==> config.mk <==
export PLATFORM = sky130hd
export DESIGN_NAME = planar_odometry_integrator_flat
export DESIGN_NICKNAME = d
export VERILOG_FILES = /design/src/design/poi_pkg.sv /design/src/design/poi_in_if.sv /design/src/design/poi_out_if.sv /design/src/design/planar_odometry_integrator.sv /design/src/design/poi_cordic.sv /design/src/design/poi_serial_mul.sv /design/src/flat_wrapper.sv
export SDC_FILE = /design/constraint.sdc
export NUM_CORES = 2
export LEC_CHECK = 0
export BUFFER_PORTS_ARGS = -buffer_cell sky130_fd_sc_hd__buf_2
export CAP_MARGIN = 20
export CORE_MARGIN = 2
export CORE_UTILIZATION = 25
export CTS_BUF_LIST = sky130_fd_sc_hd__clkbuf_8
export DETAILED_ROUTE_END_ITERATION = 7
export SLEW_MARGIN = 20
export SYNTH_ARGS = -nofsm -noshare
export SYNTH_HDL_FRONTEND = slang
export SYNTH_SLANG_ARGS = --single-unit
==> constraint.sdc <==
create_clock -name i_clk -period 15.51 [get_ports i_clk]
set_clock_uncertainty 0.05 [all_clocks]
set_input_delay 3.8775 -clock i_clk [delete_from_list [all_inputs] [get_ports i_clk]]
set_output_delay 3.8775 -clock i_clk [all_outputs]
set_load 0.01 [all_outputs]
==> src/design/poi_pkg.sv <==
package poi_pkg;

    localparam int CordicSteps = 24;
    localparam int CordicIdxW  = 5;
    localparam logic [CordicIdxW-1:0] CordicLast = CordicIdxW'(CordicSteps - 1);

    localparam logic signed [33:0] GainQ30   = 34'sd652032875;
    localparam logic signed [33:0] OneQ30    = 34'sd1073741824;
    localparam logic [21:0]        RadToBam  = 22'd2670177;

    localparam logic [1:0] RegStartX       = 2'd0;
    localparam logic [1:0] RegStartY       = 2'd1;
    localparam logic [1:0] RegStartHeading = 2'd2;

    typedef struct packed {
        logic        mode;
        logic [23:0] vel_forward;
        logic [23:0] vel_lateral;
        logic [23:0] yaw_rate;
        logic [15:0] elapsed;
    } t_in_word;

    typedef struct packed {
        logic [31:0] pose_x;
        logic [31:0] pose_y;
        logic [31:0] pose_heading;
        logic [31:0] quat_z;
        logic [31:0] quat_w;
        logic        saturated;
    } t_out_word;

    function automatic logic [31:0] atan_bam(input logic [CordicIdxW-1:0] k);
        logic [31:0] r;
        case (k)
            5'd0:  r = 32'd536870912;
            5'd1:  r = 32'd316933406;
            5'd2:  r = 32'd167458907;
            5'd3:  r = 32'd85004756;
            5'd4:  r = 32'd42667331;
            5'd5:  r = 32'd21354465;
            5'd6:  r = 32'd10679838;
            5'd7:  r = 32'd5340245;
            5'd8:  r = 32'd2670163;
            5'd9:  r = 32'd1335087;
            5'd10: r = 32'd667544;
            5'd11: r = 32'd333772;
            5'd12: r = 32'd166886;
            5'd13: r = 32'd83443;
            5'd14: r = 32'd41722;
            5'd15: r = 32'd20861;
            5'd16: r = 32'd10430;
            5'd17: r = 32'd5215;
            5'd18: r = 32'd2608;
            5'd19: r = 32'd1304;
            5'd20: r = 32'd652;
            5'd21: r = 32'd326;
            5'd22: r = 32'd163;
            5'd23: r = 32'd81;
            5'd24: r = 32'd41;
            5'd25: r = 32'd20;
            5'd26: r = 32'd10;
            5'd27: r = 32'd5;
            5'd28: r = 32'd3;
            5'd29: r = 32'd1;
            5'd30: r = 32'd1;
            default: r = 32'd0;
        endcase
        return r;
    endfunction

endpackage

==> src/design/poi_in_if.sv <==
interface poi_in_if;
    logic              valid;
    logic              ready;
    poi_pkg::t_in_word data;
    modport source (output valid, output data, input ready);
    modport sink   (input valid, input data, output ready);
endinterface

==> src/design/poi_out_if.sv <==
interface poi_out_if;
    logic               valid;
    logic               ready;
    poi_pkg::t_out_word data;
    modport source (output valid, output data, input ready);
    modport sink   (input valid, input data, output ready);
endinterface

==> src/design/planar_odometry_integrator.sv <==
// Dead-reckoning pose integrator. One word at a time: an integrate word goes
// through two CORDIC runs and eight bit-serial multiplies from acceptance to
// result, done one after another on one shared CORDIC and one shared
// multiplier; a reload word goes through one CORDIC run. The result waits
// in an output register; the next word may be taken meanwhile, but its result
// is held until the register has been handed off.
// Positions saturate, heading wraps, quat is sin/cos of half the new heading.
module planar_odometry_integrator (
    input  logic        i_clk,
    input  logic        i_rst_n,
    poi_in_if.sink      i_in,
    poi_out_if.source   o_out,
    input  logic        psel,
    input  logic        penable,
    input  logic        pwrite,
    input  logic [3:0]  paddr,
    input  logic [31:0] pwdata,
    output logic [31:0] prdata,
    output logic        pready
);
    typedef enum logic [3:0] {
        S_IDLE, S_CS, S_CW, S_M1, S_M2, S_M3, S_M4, S_MX, S_MY, S_MH,
        S_UPD, S_QS, S_QW, S_OUT
    } t_state;

    t_state             r_state;
    logic [31:0]        r_sx, r_sy, r_sh;
    logic [31:0]        r_ax, r_ay, r_ah;
    poi_pkg::t_in_word  r_in;
    logic signed [31:0] r_s, r_c;
    logic signed [79:0] r_p;
    logic signed [47:0] r_tx, r_ty;
    logic               r_clip, r_ovalid;
    poi_pkg::t_out_word r_out;
    // sub-phase within multi-multiply states
    logic [1:0]         r_ph;

    logic               n_cstart, n_mstart;
    logic [31:0]        n_cang;
    logic signed [47:0] n_ma;
    logic signed [31:0] n_mb;
    logic               w_cdone, w_mdone;
    logic [31:0]        w_sin, w_cos;
    logic signed [79:0] w_prod;

    poi_cordic u_cordic (
        .i_clk(i_clk), .i_rst_n(i_rst_n), .i_start(n_cstart), .i_angle(n_cang),
        .o_done(w_cdone), .o_sin(w_sin), .o_cos(w_cos)
    );
    poi_serial_mul u_mul (
        .i_clk(i_clk), .i_rst_n(i_rst_n), .i_start(n_mstart), .i_a(n_ma),
        .i_b(n_mb), .o_done(w_mdone), .o_prod(w_prod)
    );

    // round half away from zero by s bits
    function automatic logic signed [79:0] rnd(input logic signed [79:0] v, input int s);
        logic [79:0] mag;
        logic [79:0] r;
        mag = v[79] ? 80'(-v) : 80'(v);
        r   = (mag + (80'd1 << (s - 1))) >> s;
        return v[79] ? -$signed(r) : $signed(r);
    endfunction

    function automatic logic [31:0] sat(input logic [31:0] a, input logic signed [79:0] d,
                                        output logic c);
        logic signed [80:0] t;
        t = 81'(signed'(a)) + 81'(d);
        c = 1'b0;
        if (t > 81'sd2147483647) begin
            c = 1'b1;
            return 32'h7fffffff;
        end
        if (t < -81'sd2147483648) begin
            c = 1'b1;
            return 32'h80000000;
        end
        return t[31:0];
    endfunction

    logic        w_in_acc;
    logic        w_cx, w_cy;
    logic [31:0] w_nx, w_ny;
    logic signed [79:0] w_dh;
    logic signed [79:0] w_txr, w_tyr;

    assign i_in.ready  = (r_state == S_IDLE);
    assign w_in_acc    = i_in.valid && i_in.ready;
    assign o_out.valid = r_ovalid;
    assign o_out.data  = r_out;
    assign pready      = 1'b1;

    always_comb begin
        unique case (paddr[3:2])
            poi_pkg::RegStartX:       prdata = r_sx;
            poi_pkg::RegStartY:       prdata = r_sy;
            poi_pkg::RegStartHeading: prdata = r_sh;
            default:                  prdata = '0;
        endcase
    end

    // multiplier is launched only in the first sub-phase of each state
    always_comb begin
        n_cstart = 1'b0;
        n_cang   = r_ah;
        n_mstart = 1'b0;
        n_ma     = '0;
        n_mb     = '0;
        case (r_state)
            S_CS: n_cstart = 1'b1;
            S_QS: begin
                n_cstart = 1'b1;
                n_cang   = {1'b0, r_ah[31:1]};
            end
            S_M1: begin
                n_mstart = (r_ph == 2'd0);
                n_ma = 48'(signed'(r_in.vel_forward));
                n_mb = r_c;
            end
            S_M2: begin
                n_mstart = (r_ph == 2'd0);
                n_ma = 48'(signed'(r_in.vel_lateral));
                n_mb = r_s;
            end
            S_M3: begin
                n_mstart = (r_ph == 2'd0);
                n_ma = 48'(signed'(r_in.vel_forward));
                n_mb = r_s;
            end
            S_M4: begin
                n_mstart = (r_ph == 2'd0);
                n_ma = 48'(signed'(r_in.vel_lateral));
                n_mb = r_c;
            end
            S_MX: begin
                n_mstart = (r_ph == 2'd0);
                n_ma = r_tx;
                n_mb = {16'd0, r_in.elapsed};
            end
            S_MY: begin
                n_mstart = (r_ph == 2'd0);
                n_ma = r_ty;
                n_mb = {16'd0, r_in.elapsed};
            end
            S_MH: begin
                n_mstart = (r_ph == 2'd0);
                n_ma = 48'(signed'(r_in.yaw_rate));
                n_mb = {16'd0, r_in.elapsed};
            end
            S_UPD: begin
                n_mstart = (r_ph == 2'd0);
                n_ma = r_p[47:0];
                n_mb = {10'd0, poi_pkg::RadToBam};
            end
            default: ;
        endcase
        w_nx  = sat(r_ax, rnd(r_p, 16), w_cx);
        w_ny  = sat(r_ay, rnd(w_prod, 16), w_cy);
        w_dh  = rnd(w_prod, 24);
        w_txr = rnd(r_p - w_prod, 30);
        w_tyr = rnd(r_p + w_prod, 30);
    end

    always_ff @(posedge i_clk) begin
        if (!i_rst_n) begin
            r_state  <= S_IDLE;
            r_ovalid <= 1'b0;
            r_sx     <= 32'd524288;
            r_sy     <= 32'hfffe0000;
            r_sh     <= '0;
            r_ax     <= 32'd524288;
            r_ay     <= 32'hfffe0000;
            r_ah     <= '0;
            r_ph     <= '0;
        end else begin
            if (psel && penable && pwrite) begin
                unique case (paddr[3:2])
                    poi_pkg::RegStartX:       r_sx <= pwdata;
                    poi_pkg::RegStartY:       r_sy <= pwdata;
                    poi_pkg::RegStartHeading: r_sh <= pwdata;
                    default: ;
                endcase
            end
            // a handoff in S_OUT is followed by the reload of the register
            if (o_out.valid && o_out.ready && r_state != S_OUT) r_ovalid <= 1'b0;
            unique case (r_state)
                S_IDLE: if (w_in_acc) begin
                    r_in   <= i_in.data;
                    r_clip <= 1'b0;
                    if (i_in.data.mode) begin
                        r_ax    <= r_sx;
                        r_ay    <= r_sy;
                        r_ah    <= r_sh;
                        r_state <= S_QS;
                    end else begin
                        r_state <= S_CS;
                    end
                end
                S_CS: r_state <= S_CW;
                S_CW: if (w_cdone) begin
                    r_s <= w_sin;
                    r_c <= w_cos;
                    r_ph <= '0;
                    r_state <= S_M1;
                end
                // M1 -> wait -> M2 -> wait, etc; r_ph: 0 launch, 1 wait
                S_M1, S_M2, S_M3, S_M4, S_MX, S_MY, S_MH: begin
                    if (r_ph == 2'd0) r_ph <= 2'd1;
                    else if (w_mdone) begin
                        r_ph <= 2'd0;
                        case (r_state)
                            S_M1: begin r_p <= w_prod; r_state <= S_M2; end
                            S_M2: begin
                                r_tx    <= w_txr[47:0];
                                r_state <= S_M3;
                            end
                            S_M3: begin r_p <= w_prod; r_state <= S_M4; end
                            S_M4: begin
                                r_ty    <= w_tyr[47:0];
                                r_state <= S_MX;
                            end
                            S_MX: begin r_p <= w_prod; r_state <= S_MY; end
                            S_MY: begin
                                r_ax    <= w_nx;
                                r_ay    <= w_ny;
                                r_clip  <= w_cx | w_cy;
                                r_state <= S_MH;
                            end
                            default: begin r_p <= w_prod; r_state <= S_UPD; end
                        endcase
                    end
                end
                S_UPD: begin
                    if (r_ph == 2'd0) r_ph <= 2'd1;
                    else if (w_mdone) begin
                        r_ph    <= 2'd0;
                        r_ah    <= r_ah + w_dh[31:0];
                        r_state <= S_QS;
                    end
                end
                S_QS: r_state <= S_QW;
                S_QW: if (w_cdone) r_state <= S_OUT;
                // CORDIC outputs hold until its next start
                S_OUT: if (!r_ovalid || o_out.ready) begin
                    r_out.pose_x       <= r_ax;
                    r_out.pose_y       <= r_ay;
                    r_out.pose_heading <= r_ah;
                    r_out.quat_z       <= w_sin;
                    r_out.quat_w       <= w_cos;
                    r_out.saturated    <= r_clip;
                    r_ovalid           <= 1'b1;
                    r_state            <= S_IDLE;
                end
                default: r_state <= S_IDLE;
            endcase
        end
    end
endmodule

==> src/design/poi_cordic.sv <==
// Iterative rotation-mode CORDIC, one micro-rotation per cycle.
module poi_cordic (
    input  logic        i_clk,
    input  logic        i_rst_n,
    input  logic        i_start,
    input  logic [31:0] i_angle,
    output logic        o_done,
    output logic [31:0] o_sin,
    output logic [31:0] o_cos
);
    typedef enum logic [1:0] {S_IDLE, S_RUN, S_FIN} t_state;

    t_state                           r_state;
    logic signed [33:0]               r_x, r_y, r_z;
    logic                             r_flip;
    logic [poi_pkg::CordicIdxW-1:0]   r_k;
    logic                             r_done;
    logic [31:0]                      r_sin, r_cos;

    logic signed [33:0] w_z0, w_xs, w_ys, w_at, w_xf, w_yf, w_sc, w_cc;
    logic               w_fl;

    always_comb begin
        w_z0 = {{2{i_angle[31]}}, i_angle};
        w_fl = 1'b0;
        if (w_z0 > 34'sd1073741824) begin
            w_z0 = w_z0 - 34'sd2147483648;
            w_fl = 1'b1;
        end else if (w_z0 < -34'sd1073741824) begin
            w_z0 = w_z0 + 34'sd2147483648;
            w_fl = 1'b1;
        end
        w_xs = r_x >>> r_k;
        w_ys = r_y >>> r_k;
        w_at = {2'b00, poi_pkg::atan_bam(r_k)};
        w_xf = r_flip ? -r_x : r_x;
        w_yf = r_flip ? -r_y : r_y;
        w_sc = w_yf > poi_pkg::OneQ30 ? poi_pkg::OneQ30 :
               (w_yf < -poi_pkg::OneQ30 ? -poi_pkg::OneQ30 : w_yf);
        w_cc = w_xf > poi_pkg::OneQ30 ? poi_pkg::OneQ30 :
               (w_xf < -poi_pkg::OneQ30 ? -poi_pkg::OneQ30 : w_xf);
    end

    always_ff @(posedge i_clk) begin
        if (!i_rst_n) begin
            r_state <= S_IDLE;
            r_done  <= 1'b0;
        end else begin
            r_done <= 1'b0;
            unique case (r_state)
                S_IDLE: if (i_start) begin
                    r_x     <= poi_pkg::GainQ30;
                    r_y     <= '0;
                    r_z     <= w_z0;
                    r_flip  <= w_fl;
                    r_k     <= '0;
                    r_state <= S_RUN;
                end
                S_RUN: begin
                    if (!r_z[33]) begin
                        r_x <= r_x - w_ys;
                        r_y <= r_y + w_xs;
                        r_z <= r_z - w_at;
                    end else begin
                        r_x <= r_x + w_ys;
                        r_y <= r_y - w_xs;
                        r_z <= r_z + w_at;
                    end
                    if (r_k == poi_pkg::CordicLast) r_state <= S_FIN;
                    r_k <= r_k + 1'b1;
                end
                S_FIN: begin
                    r_sin   <= w_sc[31:0];
                    r_cos   <= w_cc[31:0];
                    r_done  <= 1'b1;
                    r_state <= S_IDLE;
                end
                default: r_state <= S_IDLE;
            endcase
        end
    end

    assign o_done = r_done;
    assign o_sin  = r_sin;
    assign o_cos  = r_cos;
endmodule

==> src/design/poi_serial_mul.sv <==
// Shift-add signed multiplier: one multiplier bit per cycle.
// Product = a * b, a signed 48 bits, b signed 32 bits.
module poi_serial_mul (
    input  logic               i_clk,
    input  logic               i_rst_n,
    input  logic               i_start,
    input  logic signed [47:0] i_a,
    input  logic signed [31:0] i_b,
    output logic               o_done,
    output logic signed [79:0] o_prod
);
    logic               r_busy, r_done;
    logic [5:0]         r_cnt;
    logic signed [79:0] r_acc;
    logic signed [79:0] r_a;
    logic [31:0]        r_b;

    logic signed [79:0] w_term;
    always_comb begin
        w_term = r_b[0] ? r_a : 80'sd0;
        if (r_cnt == 6'd31) w_term = -w_term;   // sign bit weight is negative
    end

    always_ff @(posedge i_clk) begin
        if (!i_rst_n) begin
            r_busy <= 1'b0;
            r_done <= 1'b0;
        end else begin
            r_done <= 1'b0;
            if (i_start && !r_busy) begin
                r_busy <= 1'b1;
                r_cnt  <= '0;
                r_acc  <= '0;
                r_a    <= {{32{i_a[47]}}, i_a};
                r_b    <= i_b;
            end else if (r_busy) begin
                r_acc <= r_acc + w_term;
                r_a   <= r_a <<< 1;
                r_b   <= r_b >> 1;
                r_cnt <= r_cnt + 1'b1;
                if (r_cnt == 6'd31) begin
                    r_busy <= 1'b0;
                    r_done <= 1'b1;
                end
            end
        end
    end

    assign o_done = r_done;
    assign o_prod = r_acc + w_term;
endmodule

==> src/flat_wrapper.sv <==
// flat-port wrapper written by rule: the top's interface ports become plain ports
module planar_odometry_integrator_flat 
  (i_clk, i_rst_n, psel, penable, pwrite, paddr, pwdata, prdata, pready, i_in_valid, i_in_data, i_in_ready, o_out_valid, o_out_data, o_out_ready);
  poi_in_if i_in_i ();
  poi_out_if o_out_i ();
  input  logic i_clk;
  input  logic i_rst_n;
  input  logic psel;
  input  logic penable;
  input  logic pwrite;
  input  logic [3:0] paddr;
  input  logic [31:0] pwdata;
  output logic [31:0] prdata;
  output logic pready;
  input wire logic [$bits(i_in_i.valid)-1:0] i_in_valid;
  input wire logic [$bits(i_in_i.data)-1:0] i_in_data;
  output wire logic [$bits(i_in_i.ready)-1:0] i_in_ready;
  output wire logic [$bits(o_out_i.valid)-1:0] o_out_valid;
  output wire logic [$bits(o_out_i.data)-1:0] o_out_data;
  input wire logic [$bits(o_out_i.ready)-1:0] o_out_ready;
  assign i_in_i.valid = i_in_valid;
  assign i_in_i.data = i_in_data;
  assign i_in_ready = i_in_i.ready;
  assign o_out_valid = o_out_i.valid;
  assign o_out_data = o_out_i.data;
  assign o_out_i.ready = o_out_ready;
  planar_odometry_integrator u_core (.i_clk(i_clk), .i_rst_n(i_rst_n), .i_in(i_in_i), .o_out(o_out_i), .psel(psel), .penable(penable), .pwrite(pwrite), .paddr(paddr), .pwdata(pwdata), .prdata(prdata), .pready(pready));
endmodule
=== Word-level counts from Yosys, hierarchy flattened ===
Memory sizes are Yosys's and may differ from the RTL's. A register that Yosys moved wholly into a read port is not among the register bits.
Cells that the tools add are included.

* Add/sub/neg operators: 33
* Multipliers: 0
* Div/mod/pow operators: 0
* $lt $le $gt $ge: 10
* Eq/ne operators: 33
* Shift-type cells: 2
* Mux-type cells: 106
* Bitwise gates (word level): 5
* Reductions and logical operators: 49

{| class="wikitable"
|+ Operators by type and width
! cell !! count
|-
| 2-to-1 mux 32 bit || 28
|-
| 2-to-1 mux 80 bit || 9
|-
| 2-to-1 mux 34 bit || 10
|-
| one-hot mux 48 bit (6 select lines) || 1
|-
| negator 80 bit || 3
|-
| one-hot mux 34 bit (2 select lines) || 3
|-
| one-hot mux 32 bit (2 select lines) || 3
|-
| adder 32 x 80 -> 81 bit || 2
|-
| greater-than comparator 81 x 32 -> 1 bit (second input constant) || 2
|-
| < comparator 81 x 32 -> 1 bit (second input constant) || 2
|-
| adder 80 x 16 -> 80 bit (second input constant) || 2
|-
| adder 80 bit || 2
|-
| negator 64 -> 80 bit || 2
|-
| adder 78 x 30 -> 78 bit (second input constant) || 2
|-
| 2-to-1 mux 78 bit || 2
|-
| negator 78 bit || 2
|-
| one-hot mux 32 bit (4 select lines) || 1
|-
| 2-to-1 mux 48 bit || 2
|-
| negator 48 bit || 2
|-
| one-hot mux 32 bit (3 select lines) || 1
|-
| subtractor 80 bit || 1
|-
| adder 34 bit || 2
|-
| greater-than comparator 34 x 32 -> 1 bit (second input constant) || 2
|-
| < comparator 34 x 31 -> 1 bit (second input constant) || 2
|-
| other kinds (53) || 150
|}

* Register bits: 1064
* Latch bits: 0
* RAM bits: 0
* Memory bits (read-only): 960
* Output and inout port bits: 196
* Memories kept: 1

{| class="wikitable"
|+ Memory list
! memory !! words !! bits a word !! rd ports !! clocked after Yosys merged registers in !! write ports !! RTL line !! text
|-
| (no name shown) || 32 || 30 || 1 || 1 || 0 || poi_pkg.sv:34 || <nowiki>case (k)</nowiki>
|}

=== Depth between registers and ports, before layout ===
* Depth in word-level cells: 19
* Gate-level depth with buffers: 81
* Gate-level depth less buffers: 63

=== Modules after synthesis ===
A second synthesis with hierarchy kept.

* Cell total of the unflattened synthesis: 13333
* Area total of the unflattened synthesis: 108007.3 um2

{| class="wikitable"
|+ By module, submodules not included
! module !! instances !! cells each !! area each (um2) !! sequential area each (um2)
|-
| planar_odometry_integrator || 1 || 8832 || 69872.0 || 18677.9
|-
| poi_cordic || 1 || 2564 || 22146.2 || 5825.6
|-
| poi_serial_mul || 1 || 1937 || 15989.1 || 5985.7
|}

=== Least setup slack after synthesis ===
OpenSTA, ideal clock, no wires.

* Path kind: register to register
* Start point: register u_core.u_mul.r_b[0]
* End point: register u_core.r_ay[10]
* Arrival time: 15541 ps
* Data required time: 15328 ps
* Path slack: -213 ps
* Stages on the path, launching flop included: 75
* Path buffers: 19
* Clock period less this slack: 15723 ps
* Cell sequence: edfxtp_1 -> clkbuf_1 -> clkbuf_1 -> clkbuf_1 -> clkbuf_1 -> clkbuf_1 -> clkbuf_1 -> nand2_1 -> ha_1 -> nand2_1 -> a21oi_1 -> nand2_1 -> a21oi_1 -> nand3_1 -> a21oi_1 -> inv_1 -> a2111oi_0 -> a21oi_1 -> [39 not listed] -> a21oi_1 -> nand3_1 -> o21ai_0 -> o21ai_1 -> xnor2_1 -> o2111ai_1 -> a2111o_1 -> nor4_1 -> nand4_1 -> nor4b_1 -> nand4_1 -> nor4b_1 -> nand4_1 -> o21ai_0 -> nand2_1 -> nor2_1 -> clkbuf_1 -> a21oi_1

* Longest elaborated chain between the ends: 19
* Elaborated cells between the ends (all ways): 22
* Those cells by class: add/sub: 6; order compare: 2; mux: 14

{| class="wikitable"
|+ RTL lines
! element !! RTL line !! text
|-
| from (decl) || poi_serial_mul.sv:16 || <nowiki>logic [31:0] r_b;</nowiki>
|-
| from (signal assigned) || poi_serial_mul.sv:35 || <nowiki>r_b <= i_b;</nowiki>
|-
| from (signal assigned) || poi_serial_mul.sv:39 || <nowiki>r_b <= r_b >> 1;</nowiki>
|-
| 2-to-1 mux 80 bit * || poi_serial_mul.sv:20 || <nowiki>w_term = r_b[0] ? r_a : 80'sd0;</nowiki>
|-
| negator 80 bit || poi_serial_mul.sv:21 || <nowiki>if (r_cnt == 6'd31) w_term = -w_term;</nowiki>
|-
| 2-to-1 mux 80 bit * || poi_serial_mul.sv:21 ||
|-
| adder 80 bit * || poi_serial_mul.sv:50 || <nowiki>assign o_prod = r_acc + w_term;</nowiki>
|-
| negator 80 bit || planar_odometry_integrator.sv:59 || <nowiki>mag = v[79] ? 80'(-v) : 80'(v);</nowiki>
|-
| 2-to-1 mux 80 bit || planar_odometry_integrator.sv:59 ||
|-
| adder 80 x 16 -> 80 bit || planar_odometry_integrator.sv:60 || <nowiki>r = (mag + (80'd1 << (s - 1))) >> s;</nowiki>
|-
| negator 64 -> 80 bit || planar_odometry_integrator.sv:61 || <nowiki>return v[79] ? -$signed(r) : $signed(r);</nowiki>
|-
| [2 not listed] || - ||
|-
| < comparator 81 x 32 -> 1 bit || planar_odometry_integrator.sv:73 || <nowiki>if (t < -81'sd2147483648) begin</nowiki>
|-
| 2-to-1 mux 1 bit (2 in series) || planar_odometry_integrator.sv:73 ||
|-
| 2-to-1 mux 32 bit || planar_odometry_integrator.sv:77 || <nowiki>return t[31:0];</nowiki>
|-
| 2-to-1 mux 32 bit * || planar_odometry_integrator.sv:73 ||
|-
| 2-to-1 mux 32 bit * || planar_odometry_integrator.sv:210 || <nowiki>case (r_state)</nowiki>
|-
| 2-to-1 mux 32 bit * || planar_odometry_integrator.sv:208 || <nowiki>else if (w_mdone) begin</nowiki>
|-
| 2-to-1 mux 32 bit * || planar_odometry_integrator.sv:207 || <nowiki>if (r_ph == 2'd0) r_ph <= 2'd1;</nowiki>
|-
| one-hot mux 32 bit (2 select lines) * || planar_odometry_integrator.sv:185 || <nowiki>unique case (r_state)</nowiki>
|-
| to (signal assigned) || planar_odometry_integrator.sv:191 || <nowiki>r_ay <= r_sy;</nowiki>
|-
| to (signal assigned) || planar_odometry_integrator.sv:224 || <nowiki>r_ay <= w_ny;</nowiki>
|-
| to (decl) || planar_odometry_integrator.sv:28 || <nowiki>logic [31:0] r_ax, r_ay, r_ah;</nowiki>
|}

Every way passes the cells marked *; elsewhere a longest branch is shown, timed or not. The select of a mux whose other input is x is not followed.
A chain may end at the register's enable or synchronous reset.

=== Worst setup path in the final report ===
* Start point: register u_core.u_mul.r_cnt[0]
* End point: register u_core.r_tx[42] (data pin)

* Longest elaborated chain between the ends: 9

{| class="wikitable"
|+ RTL lines
! element !! RTL line !! text
|-
| from (decl) || poi_serial_mul.sv:13 || <nowiki>logic [5:0] r_cnt;</nowiki>
|-
| from (signal assigned) || poi_serial_mul.sv:40 || <nowiki>r_cnt <= r_cnt + 1'b1;</nowiki>
|-
| equality test 6 x 5 -> 1 bit * || poi_serial_mul.sv:21 ||
|-
| 2-to-1 mux 80 bit * || poi_serial_mul.sv:21 ||
|-
| adder 80 bit * || poi_serial_mul.sv:50 ||
|-
| named net u_core.u_mul.o_prod[46] || poi_serial_mul.sv:10 || <nowiki>output logic signed [79:0] o_prod</nowiki>
|-
| subtractor 80 bit * || planar_odometry_integrator.sv:159 || <nowiki>w_txr = rnd(r_p - w_prod, 30);</nowiki>
|-
| negator 78 bit || planar_odometry_integrator.sv:59 ||
|-
| 2-to-1 mux 78 bit || planar_odometry_integrator.sv:59 ||
|-
| adder 78 x 30 -> 78 bit || planar_odometry_integrator.sv:60 ||
|-
| negator 48 bit || planar_odometry_integrator.sv:61 ||
|-
| 2-to-1 mux 48 bit * || planar_odometry_integrator.sv:61 ||
|-
| named net u_core.w_txr[42] || planar_odometry_integrator.sv:84 || <nowiki>logic signed [79:0] w_txr, w_tyr;</nowiki>
|-
| to (signal assigned) || planar_odometry_integrator.sv:213 || <nowiki>r_tx <= w_txr[47:0];</nowiki>
|-
| to (decl) || planar_odometry_integrator.sv:32 || <nowiki>logic signed [47:0] r_tx, r_ty;</nowiki>
|}

The timed path passes the listed nets; every way through them passes the cells marked *.

==> reports/metrics.yaml <==
yosys.area.top_type: "edfxtp_1"
netlist_area_mm2: 0.1058
syn-num-nets: 13790
cts.path.max_buffers: 4
synth-xor-area-share_pct: 10.37
status: "completed"
yosys.area_share.simple_pct: 23.65
slowest_delay_ns: 0.93
met2_usage_pct: 32.28
async_reset_ff_share_pct: 0
finalSetupViolCount: 0
grt_max_degree: 92
critPathBufInv: 4
slowest_stage: "nor3_1"
place_hpwl_um: 347700
nets: 13930
fin_util_pct: 28.26
die_w_um: 654.5
die-area_mm2: 0.4283
path_max_fanout: 50
tightest_slew_ns: 1.245
postSynthCellCount: 13090
drive_above_1_share_pct: 10.30
wl_per_cell_um: 23.10
synth_top_family_by_area: "simple AND/OR/NAND/NOR gates"
ys_seq_elements: 1093
grt_usage_pct: 19.48
first_pass_iters: 7
clk_pin_slew_ns: 0.07
mostFrequentLayoutCells: "nand2_1, nor2_1, a21oi_1, edfxtp_1, xnor2_1"
drt-vias-per-instance: 5.481
ys.flop_type: "edfxtp_1"
clk_latency_ns: 1.03
finalWeightedCongestion: 1.006
drc: 0
clock-root-buffer: "clkbuf_8"
grt_pass1_wl_um: 637200
pre_cts_ws_ns: -0.3283
layout_commonest_cell: "nand2_1"
grt_pass1_vias: 96570
ys_seq_area_share_pct: 28.82
area_growth_pct: 12.41
slew_headroom_pct: 16.41
rows: 238
hp-class: "flip-flop to flip-flop"
synthTopCellsByArea: "edfxtp_1, xnor2_1, ha_1, nand2_1, a21oi_1"
ctsHtreeMaxLevel: 4
cts_tree: "built"
worst_slack_ns: 0.4923
io_buffers: 324
fill_cells: 45330
busiest_layer: "met2"
die_h_um: 654.5
finalCriticalPeriod_ns: 15.02
vias: 104300
critical_path_arrival_ns: 15.72
postCtsHoldBufs: 0
maxSlewViolCount: 0
holdWs_ns: 0.3262
met3_usage_pct: 3.138
synthAdderAreaFrac_pct: 6.797
cp_top_family: "simple AND/OR/NAND/NOR gates"
startpoint_type: "flip-flop"
gr-total-overflow: 0
syn_area_per_cell_um2: 8.083
ys_warn_count: 0
crit_type: "flip-flop to flip-flop"
drt_iter0_drc: 10810
synth_compound_area_share_pct: 22.87
start_util_pct: 25.14
cts_sinks: 1093
wl_um: 439700
core_mm2: 0.4208
max-cap-violations: 0
required_ns: 16.21
cts_made_buffers: 194
use_met1_pct: 23.49
endpoint_kind: "flip-flop"
io_pins: 328
hold_viol: 0
synth_top_area_share_pct: 24.41
synth.mux.area_fraction_pct: 3.408
fmax_ghz: 0.06659
synth_edf_count: 860
antenna_found_initial: 29
post-route-period-util_pct: 96.83
synth_cell_type_count: 133
detail-route-antenna-nets: 0
## kinds of logic after synthesis
family / Yosys count
AND/OR/NAND/NOR: 5055
AO/OA/AOI/OAI: 3695
XOR/XNOR: 1240
buffers and inverters: 1119
flip-flops: 1093
adder cells (fa/ha/maj): 570
multiplexers: 314
other: 1
## metrics by stage
| step | area, um^2 | setup TNS [ns] | cells |
|---|---|---|---|
| 2_1_floorplan | 105800 | 0 | 13090 |
| 3_3_place_gp | 114500 | -3.591 | 18670 |
| 3_5_place_dp | 114500 | -7.875 | 18670 |
| 4_1_cts | 118700 | 0 | 19020 |
| 5_1_grt | 118900 | -0.7751 | 19030 |
| 6_report | 118900 | 0 | 19040 |
## synth_stat cells (64+ instances only)
| library cell | count |
|---|---|
| o21bai_1 | 115 |
| o211ai_1 | 125 |
| o21a_1 | 120 |
| inv_1 | 364 |
| nor3_1 | 395 |
| a211oi_1 | 122 |
| edfxtp_1 | 860 |
| a221oi_1 | 64 |
| o21ai_0 | 706 |
| nand2b_1 | 143 |
| nand2_1 | 1413 |
| a31oi_1 | 273 |
| clkbuf_1 | 561 |
| dfxtp_1 | 233 |
| mux2i_1 | 224 |
| nor4_1 | 202 |
| nor2b_1 | 115 |
| and3_1 | 156 |
| nand4_1 | 172 |
| ha_1 | 557 |
| or2_2 | 96 |
| nor2_1 | 1254 |
| a21oi_1 | 1039 |
| and2_1 | 154 |
| or3_1 | 185 |
| buf_1 | 94 |
| xnor2_1 | 825 |
| or4_1 | 81 |
| nand3_1 | 365 |
| a21o_1 | 243 |
| xor2_1 | 405 |
| o31ai_1 | 128 |
## state kept, by name (all words and copies together) (netlist names), 34 cells and up
signal               count
u_core.u_mul.r_a        80
u_core.r_p              80
u_core.u_cordic.r_y     34
u_core.r_tx             48
u_core.r_in             88
u_core.r_ty             48
u_core.o_out.data      161
u_core.u_mul.r_acc      80
u_core.u_cordic.r_z     34
u_core.u_cordic.r_x     34
## routing by layer
metal	routed length (um)	up-vias
met3	31270	984
met4	32010	6
met5	45	-
met1	173500	50290
met2	202800	4074
li1	-	48980
## area by class of cell
| cell class | count | area (um^2) | share of cell area [%] |
|---|---|---|---|
| antenna | 10 | 25.02 | 0.02105 |
| clock buffer | 200 | 2753 | 2.315 |
| clock inverter | 148 | 1340 | 1.127 |
| inverter | 394 | 1486 | 1.250 |
| multi-input combinational | 10880 | 71410 | 60.06 |
| sequential | 1093 | 30500 | 25.65 |
| tap | 5640 | 7057 | 5.935 |
| timing repair buffer | 675 | 4332 | 3.643 |
## timing repair
item / 4_1_cts / 5_1_grt
buffers inserted: 1 / 7
endpoints found under the setup margin: 31 / 42
resized for setup: 5 / 33
pin swaps: 1 / 6
## final timing paths
path                                                from              endpoint  slack (ns)  depth (start not counted)
worst max-delay path               u_core.u_mul.r_cnt[0]       u_core.r_tx[42]        0.49                         45
worst min-delay path            u_core.u_cordic.o_cos[5]  u_core.o_out.data[6]        0.33                          0
worst max register to register     u_core.u_mul.r_cnt[0]       u_core.r_tx[42]        0.49                         45
worst min register to register  u_core.u_cordic.o_cos[5]  u_core.o_out.data[6]        0.33                          0
Power is not shown: default switching activity piles up to over one toggle a cycle in this logic, so the estimate is an artifact.
